$ cat config.mk
export PLATFORM = sky130hd
export DESIGN_NAME = matrix_keypad_scanner_core
export DESIGN_NICKNAME = d
export VERILOG_FILES = /design/src/rtl/core/kps_pkg.sv /design/src/rtl/core/matrix_keypad_scanner_core.sv /design/src/rtl/core/kps_cfg_regs.sv /design/src/rtl/core/kps_scan_fsm.sv /design/src/rtl/core/kps_out_reg.sv
export SDC_FILE = /design/constraint.sdc
export NUM_CORES = 1
export LEC_CHECK = 0
export ABC_AREA = 1
export BUFFER_PORTS_ARGS = -buffer_cell sky130_fd_sc_hd__buf_2
export CORE_ASPECT_RATIO = 0.5
export CORE_MARGIN = 1.5
export CORE_UTILIZATION = 50
export DETAILED_ROUTE_END_ITERATION = 12
export MAX_ROUTING_LAYER = met4
export PLACE_DENSITY_LB_ADDON = 0.1
export SYNTH_ARGS = -nofsm -noshare
export SYNTH_HDL_FRONTEND = slang
export SYNTH_SLANG_ARGS = --single-unit
$ cat constraint.sdc
create_clock -name clk -period 9.1 [get_ports clk]
set_clock_uncertainty 0.05 [all_clocks]
set_input_delay 2.275 -clock clk [delete_from_list [all_inputs] [get_ports clk]]
set_output_delay 2.275 -clock clk [all_outputs]
set_load 0.01 [all_outputs]
$ cat src/rtl/core/kps_pkg.sv
package kps_pkg;

  localparam int ROWS      = 4;
  localparam int COLS      = 4;
  localparam int ROW_W     = (ROWS > 1) ? $clog2(ROWS) : 1;
  localparam int COL_W     = (COLS > 1) ? $clog2(COLS) : 1;
  localparam int SCAN_COLS = (COLS < 4) ? COLS : 4;

  localparam int PIN_W     = 4;
  localparam int KEY_W     = 2;
  localparam int CFG_IDX_W = 3;
  localparam int CFG_DATA_W = 16;
  localparam int DLY_W     = 16;
  localparam int SETTLE_W  = 10;
  localparam int POLL_W    = 10;

  typedef enum logic [CFG_IDX_W-1:0] {
    CFG_SETTLE       = 3'd0,
    CFG_PRESS_DEB    = 3'd1,
    CFG_REL_POLL     = 3'd2,
    CFG_REL_TIMEOUT  = 3'd3,
    CFG_REL_DEB      = 3'd4,
    CFG_IGNORE_LAST  = 3'd5
  } cfg_idx_e;

  typedef enum logic [2:0] {
    PH_SCAN_FIRST   = 3'd0,
    PH_PRESS_WAIT   = 3'd1,
    PH_SCAN_CONFIRM = 3'd2,
    PH_SCAN_RELEASE = 3'd3,
    PH_POLL_WAIT    = 3'd4,
    PH_REL_WAIT     = 3'd5
  } phase_t;

  typedef struct packed {
    logic [SETTLE_W-1:0] settle_ticks;
    logic [DLY_W-1:0]    press_debounce_ticks;
    logic [DLY_W-1:0]    release_poll_ticks;
    logic [POLL_W-1:0]   release_timeout_polls;
    logic [DLY_W-1:0]    release_debounce_ticks;
    logic                ignore_last_key;
  } cfg_t;

  typedef struct packed {
    logic [PIN_W-1:0] row_drive;
    logic             key_valid;
    logic [KEY_W-1:0] key_row;
    logic [KEY_W-1:0] key_col;
  } res_t;

endpackage

$ cat src/rtl/core/matrix_keypad_scanner_core.sv
// Keypad scanner core: one tick beat in, one result beat out.
// Path: input register -> tick logic -> output register.
// Throughput: one beat per cycle while the master side takes results; it stalls while m_tready is low.
// Reset (rst, synchronous): scan restarts at row 0, pipeline empties,
// configuration registers return to their default values.
module matrix_keypad_scanner_core (
  input  logic                           clk,
  input  logic                           rst,
  input  logic                           s_tvalid,
  output logic                           s_tready,
  input  logic [7:0]                     s_tdata,  // [3:0] col_levels, [7:4] zero
  output logic                           m_tvalid,
  input  logic                           m_tready,
  output logic [7:0]                     m_tdata,  // [3:0] row_drive, [5:4] key_row, [7:6] key_col
  output logic                           m_tuser,  // key_valid
  input  logic                           cfg_valid,
  output logic                           cfg_ready,
  input  logic [kps_pkg::CFG_IDX_W-1:0]  cfg_index,
  input  logic [kps_pkg::CFG_DATA_W-1:0] cfg_data
);
  import kps_pkg::*;

  cfg_t             cfg;
  res_t             res;
  res_t             res_q;
  logic             in_vld;
  logic [PIN_W-1:0] in_cols;
  logic             advance;
  logic             out_full;

  assign advance  = in_vld && (!out_full || m_tready);
  assign s_tready = !in_vld || advance;

  always_ff @(posedge clk) begin
    if (rst) begin
      in_vld <= 1'b0;
    end else if (s_tready) begin
      in_vld <= s_tvalid;
    end
  end

  always_ff @(posedge clk) begin
    if (s_tvalid && s_tready) begin
      in_cols <= s_tdata[PIN_W-1:0];
    end
  end

  kps_cfg_regs u_cfg (
    .clk       (clk),
    .rst       (rst),
    .cfg_valid (cfg_valid),
    .cfg_ready (cfg_ready),
    .cfg_index (cfg_index),
    .cfg_data  (cfg_data),
    .cfg       (cfg)
  );

  kps_scan_fsm u_fsm (
    .clk        (clk),
    .rst        (rst),
    .step       (advance),
    .col_levels (in_cols),
    .cfg        (cfg),
    .res        (res)
  );

  kps_out_reg u_out (
    .clk   (clk),
    .rst   (rst),
    .load  (advance),
    .res   (res),
    .full  (out_full),
    .take  (m_tready),
    .res_q (res_q)
  );

  assign m_tvalid = out_full;
  assign m_tdata  = {res_q.key_col, res_q.key_row, res_q.row_drive};
  assign m_tuser  = res_q.key_valid;

endmodule

$ cat src/rtl/core/kps_cfg_regs.sv
module kps_cfg_regs (
  input  logic                          clk,
  input  logic                          rst,
  input  logic                          cfg_valid,
  output logic                          cfg_ready,
  input  logic [kps_pkg::CFG_IDX_W-1:0]  cfg_index,
  input  logic [kps_pkg::CFG_DATA_W-1:0] cfg_data,
  output kps_pkg::cfg_t                 cfg
);
  import kps_pkg::*;

  assign cfg_ready = 1'b1;

  always_ff @(posedge clk) begin
    if (rst) begin
      cfg.settle_ticks           <= SETTLE_W'(10);
      cfg.press_debounce_ticks   <= DLY_W'(20000);
      cfg.release_poll_ticks     <= DLY_W'(5000);
      cfg.release_timeout_polls  <= POLL_W'(400);
      cfg.release_debounce_ticks <= DLY_W'(10000);
      cfg.ignore_last_key        <= 1'b1;
    end else if (cfg_valid) begin
      unique case (cfg_idx_e'(cfg_index))
        CFG_SETTLE:      cfg.settle_ticks           <= cfg_data[SETTLE_W-1:0];
        CFG_PRESS_DEB:   cfg.press_debounce_ticks   <= cfg_data[DLY_W-1:0];
        CFG_REL_POLL:    cfg.release_poll_ticks     <= cfg_data[DLY_W-1:0];
        CFG_REL_TIMEOUT: cfg.release_timeout_polls  <= cfg_data[POLL_W-1:0];
        CFG_REL_DEB:     cfg.release_debounce_ticks <= cfg_data[DLY_W-1:0];
        CFG_IGNORE_LAST: cfg.ignore_last_key        <= cfg_data[0];
        default: ;
      endcase
    end
  end

endmodule

$ cat src/rtl/core/kps_scan_fsm.sv
module kps_scan_fsm (
  input  logic                      clk,
  input  logic                      rst,
  input  logic                      step,
  input  logic [kps_pkg::PIN_W-1:0] col_levels,
  input  kps_pkg::cfg_t             cfg,
  output kps_pkg::res_t             res
);
  import kps_pkg::*;

  phase_t             phase, phase_next;
  logic [ROW_W-1:0]   scan_row, scan_row_next;
  logic [DLY_W-1:0]   delay_count, delay_count_next;
  logic [POLL_W-1:0]  poll_count, poll_count_next;
  logic [ROW_W-1:0]   held_row, held_row_next;
  logic [COL_W-1:0]   held_col, held_col_next;

  logic               scan_phase;
  logic               settling;
  logic               hit_raw;
  logic [COL_W-1:0]   hit_col;
  logic               hit;
  logic               row_more;
  logic [DLY_W-1:0]   wait_limit;
  logic               wait_done;

  assign scan_phase = (phase == PH_SCAN_FIRST) || (phase == PH_SCAN_CONFIRM) ||
                      (phase == PH_SCAN_RELEASE);
  assign settling   = delay_count < DLY_W'(cfg.settle_ticks);

  always_comb begin
    hit_raw = 1'b0;
    hit_col = '0;
    for (int c = SCAN_COLS - 1; c >= 0; c--) begin
      if (!col_levels[c]) begin
        hit_raw = 1'b1;
        hit_col = COL_W'(c);
      end
    end
  end

  assign hit = hit_raw && !(cfg.ignore_last_key && (scan_row == ROW_W'(ROWS - 1)) &&
                            (hit_col == COL_W'(COLS - 1)));
  assign row_more = !hit && (scan_row != ROW_W'(ROWS - 1));

  always_comb begin
    unique case (phase)
      PH_PRESS_WAIT: wait_limit = cfg.press_debounce_ticks;
      PH_POLL_WAIT:  wait_limit = cfg.release_poll_ticks;
      default:       wait_limit = cfg.release_debounce_ticks;
    endcase
  end

  assign wait_done = ({1'b0, delay_count} + (DLY_W+1)'(1)) >= {1'b0, wait_limit};

  // next state
  always_comb begin
    phase_next       = phase;
    scan_row_next    = scan_row;
    delay_count_next = delay_count;
    poll_count_next  = poll_count;
    held_row_next    = held_row;
    held_col_next    = held_col;
    unique case (phase)
      PH_SCAN_FIRST, PH_SCAN_CONFIRM, PH_SCAN_RELEASE: begin
        if (settling) begin
          delay_count_next = delay_count + DLY_W'(1);
        end else begin
          delay_count_next = '0;
          if (row_more) begin
            scan_row_next = ROW_W'(scan_row + 1'b1);
          end else begin
            scan_row_next = '0;
            if (phase == PH_SCAN_FIRST) begin
              if (hit) begin
                held_row_next = scan_row;
                held_col_next = hit_col;
                phase_next    = PH_PRESS_WAIT;
              end
            end else if (phase == PH_SCAN_CONFIRM) begin
              if (hit && scan_row == held_row && hit_col == held_col) begin
                poll_count_next = '0;
                phase_next      = PH_SCAN_RELEASE;
              end else begin
                phase_next = PH_SCAN_FIRST;
              end
            end else begin
              if (hit && poll_count < cfg.release_timeout_polls) begin
                phase_next = PH_POLL_WAIT;
              end else begin
                phase_next = PH_REL_WAIT;
              end
            end
          end
        end
      end
      PH_PRESS_WAIT, PH_POLL_WAIT, PH_REL_WAIT: begin
        if (wait_done) begin
          delay_count_next = '0;
          if (phase == PH_PRESS_WAIT) begin
            phase_next = PH_SCAN_CONFIRM;
          end else if (phase == PH_POLL_WAIT) begin
            poll_count_next = poll_count + POLL_W'(1);
            phase_next      = PH_SCAN_RELEASE;
          end else begin
            phase_next = PH_SCAN_FIRST;
          end
        end else begin
          delay_count_next = delay_count + DLY_W'(1);
        end
      end
      default: begin
        phase_next       = PH_SCAN_FIRST;
        scan_row_next    = '0;
        delay_count_next = '0;
      end
    endcase
  end

  // result of this tick
  always_comb begin
    for (int r = 0; r < PIN_W; r++) begin
      res.row_drive[r] = !(scan_phase && ({3'b000, scan_row} == (ROW_W+3)'(r)));
    end
    res.key_valid = (phase == PH_REL_WAIT) && wait_done;
    res.key_row   = res.key_valid ? KEY_W'(held_row) : '0;
    res.key_col   = res.key_valid ? KEY_W'(held_col) : '0;
  end

  always_ff @(posedge clk) begin
    if (rst) begin
      phase       <= PH_SCAN_FIRST;
      scan_row    <= '0;
      delay_count <= '0;
      poll_count  <= '0;
      held_row    <= '0;
      held_col    <= '0;
    end else if (step) begin
      phase       <= phase_next;
      scan_row    <= scan_row_next;
      delay_count <= delay_count_next;
      poll_count  <= poll_count_next;
      held_row    <= held_row_next;
      held_col    <= held_col_next;
    end
  end

endmodule

$ cat src/rtl/core/kps_out_reg.sv
module kps_out_reg (
  input  logic          clk,
  input  logic          rst,
  input  logic          load,
  input  kps_pkg::res_t res,
  output logic          full,
  input  logic          take,
  output kps_pkg::res_t res_q
);
  import kps_pkg::*;

  always_ff @(posedge clk) begin
    if (rst) begin
      full <= 1'b0;
    end else if (load) begin
      full <= 1'b1;
    end else if (take) begin
      full <= 1'b0;
    end
  end

  always_ff @(posedge clk) begin
    if (load) begin
      res_q <= res;
    end
  end

endmodule

==> impl_results.md <==
- Setup Crit Path Kind: input port to primary output
- Grt total ovfl: 0
- Sequential-to-total area share from yosys stat: 0.398
- Pin count of the biggest net entering global routing: 82
- Maximum vdd drop: 0.112 mV
- Antenna violations before repair: 0
- Sink Count: 119
- Final ANT Viol Nets: 0
- Post-DR vias/cell: 5.26
- Combinational share of power: 0.052
- Critical path fanouts, max: 3
- Worst path cell trace: buf_2 > inv_1 > nand3_1 > buf_2
- Post-synth EDFFs: 13
- Synth async-reset ratio: 0
- CTS Buf Count: 17
- Root Buffer: clkbuf_16
- First-pass GRT wire length: 26,200 microns
- Post-synth top area cell: dfxtp_1
- RePlAce Congestion: 0.864
- Sw frac: 0.235
- # IOs: 44
- Mapped Cells: 890
- Post-CTS resize count: 0
- Peak Freq: 199 MHz
- CTS tree: built
- Synth-to-Final Area Change: 15.2%
- Clock Path Buffers: 2
- Crit path time final: 5010 ps
- Synth warn: 0
- Clk_lat worst skew: 430 ps
- Share of layout cells above drive strength 1: 0.101
- Placed Area: 0.00664 sq mm
- Hold Crit Class: register to register
- Number of diodes: 0
- Drt pass-1 iters: 5
- Power Dens Cells: 186 mW/mm^2
- RSZ-0062 raised after global routing: no
- Worst slew pin tran: 763 ps
- Core box area: 0.0121 sq mm
- Worst Path Arrival: 2690 ps
- Post-layout nets: 998
- Synth top area share: 0.336
- Status: finished clean
- H-Tree Depth: 4
- Worst slew margin: 0.491
- Most used cell, CP: buf_2
- Setup TNS: 0 ps
- All-Layer GR Usage: 0.268
- Endpoints failing setup: 0
- CP Launch Type: input port
- Die X: 162 microns
- Static leakage: 0.00334 uW
- Part of the power in registers: 0.408
- Synth unique cells: 33
- Most frequent cells in the layout: 185 x nand2_1, 149 x nor2_1, 106 x dfxtp_1
- Die Span Y: 82.4 microns
- Number of global-route vias before repair: 5,135
- Main flop type after synthesis: dfxtp_1
- Synth Net Count: 962
- Mean area per synthesized cell: 7.09 sq um
- Switch Pwr: 318 uW
- Fin area: 0.00727 sq mm
- Critical Path Sink Type: primary output
- Flops & latches, synth: 119
- Tcrit/Tclk final: 0.551
- Drc violations: 0
- Internal: 1030 uW
- Hold Buf Count CTS: 0
- Req. time, crit path: 6780 ps
- DP HPWL: 11,100 microns
- Final wirelength: 16,500 microns
- Top area cells in the synthesized netlist: dfxtp_1 34%, nand2_1 11%, nor2_1 8.9%
- Clk slew on worst S/H paths: 60 ps
- Die area: 0.0133 sq mm
- CP peak stage delay: 160 ps
- Mapped Area: 0.00631 sq mm
- Row cnt: 28
- Initial DRC count: 387
- Vias: 5,809
- Endpoints failing hold: 0
- Clk pwr share: 0.539
- Post-CTS Setup Bufs: 0
- Commonest non-fill, non-tap cell in the layout: nand2_1
- Initial Util: 0.524
- Port bufs: 38
- Max-slew violation count: 0
- Crit path max-delay cell type: buf_2
- Max-cap viol count: 0
- WL/cell: 15.0 microns
## routing by layer
layer	GRT usage	routed length (microns)	share of wire	up-vias
met4	0.0716	142	0.0086	0
met5	-	0	0	-
met1	0.346	7890	0.48	2664
li1	-	-	-	2963
met3	0.0589	1120	0.068	15
met2	0.431	7370	0.45	167
## per-stage QoR
step	total power [uW]	instances	worst slack [ps]	utilization	hold WS (ps)
5_1_grt	1390	1104	4050	0.604	423
3_3_place_gp	630	1072	4100	0.551	388
6_report	1350	1104	4090	0.604	404
3_5_place_dp	633	1072	4090	0.551	393
2_1_floorplan	605	890	4320	-	379
4_1_cts	1360	1104	4090	0.604	408
## layout make-up
type	count	area [sq um]
well taps	165	206
clock inverters	14	196
inverters	107	404
flip-flops and latches	119	2510
clock buffers	18	439
repair buffers	45	243
multi-input cells	636	3270
fillers	1142	4780
## cells in the mapped netlist, types with 13 or more instances
cell	n
nand2_1	185
ha_1	40
o21ai_0	71
a21oi_1	69
edfxtp_1	13
dfxtp_1	106
a22o_1	15
nand3_1	42
inv_1	103
nand4_1	16
nor3_1	16
clkbuf_1	22
nor2_1	149
## worst max-delay path, delay by kind of cell
family	cells	cell delay, ps
buffers and inverters	3	320
and+or+nand+nor	1	100
## cells by family (layout without fill, tap and decap cells)
kind of cell             after synthesis  in the layout  synth area share
flip-flops                           119            119             0.398
buffers and inverters                135            184            0.0835
adder cells (fa/ha/maj)               40             40            0.0793
AO/OA/AOI/OAI                        164            164             0.145
XOR/XNOR                              12             12            0.0167
AND/OR/NAND/NOR                      419            419             0.277
other                                  1              1          0.000594
## path summary, 6_finish.rpt
check | from | endpoint | slack [ps] | depth (start not counted)
worst max-delay path | m_tready | s_tready | 4090 | 4
worst min-delay path | u_cfg.cfg[30]$_SDFFE_PP1P_ | u_cfg.cfg[30]$_SDFFE_PP1P_ | 400 | 2
worst max register to register | u_fsm.phase[0]$_SDFFE_PP0P_ | u_fsm.delay_count[15]$_SDFFE_PP0P_ | 5070 | 17
worst min register to register | u_cfg.cfg[30]$_SDFFE_PP1P_ | u_cfg.cfg[30]$_SDFFE_PP1P_ | 400 | 2
## sequential cells by signal, indices dropped and copies added, names as in the netlist
register,flops
u_fsm.poll_count,10
u_fsm.phase,3
in_vld,1
u_out.res_q,9
in_cols,4
u_fsm.held_col,2
u_cfg.cfg,69
u_fsm.scan_row,2
u_fsm.delay_count,16
u_fsm.held_row,2
u_out.full,1
## power groups by stage
| stage | Clock (uW) | Combinational (uW) | Sequential (uW) |
|---|---|---|---|
| global route | 761 | 80.2 | 553 |
| floorplan | 0 | 43.6 | 561 |
| detailed placement | 0 | 70.1 | 562 |
| CTS | 734 | 70.9 | 551 |
| global placement | 0 | 68.2 | 562 |
| finish | 728 | 70.8 | 551 |
No activity file was read; power rests on OpenSTA's default activity.
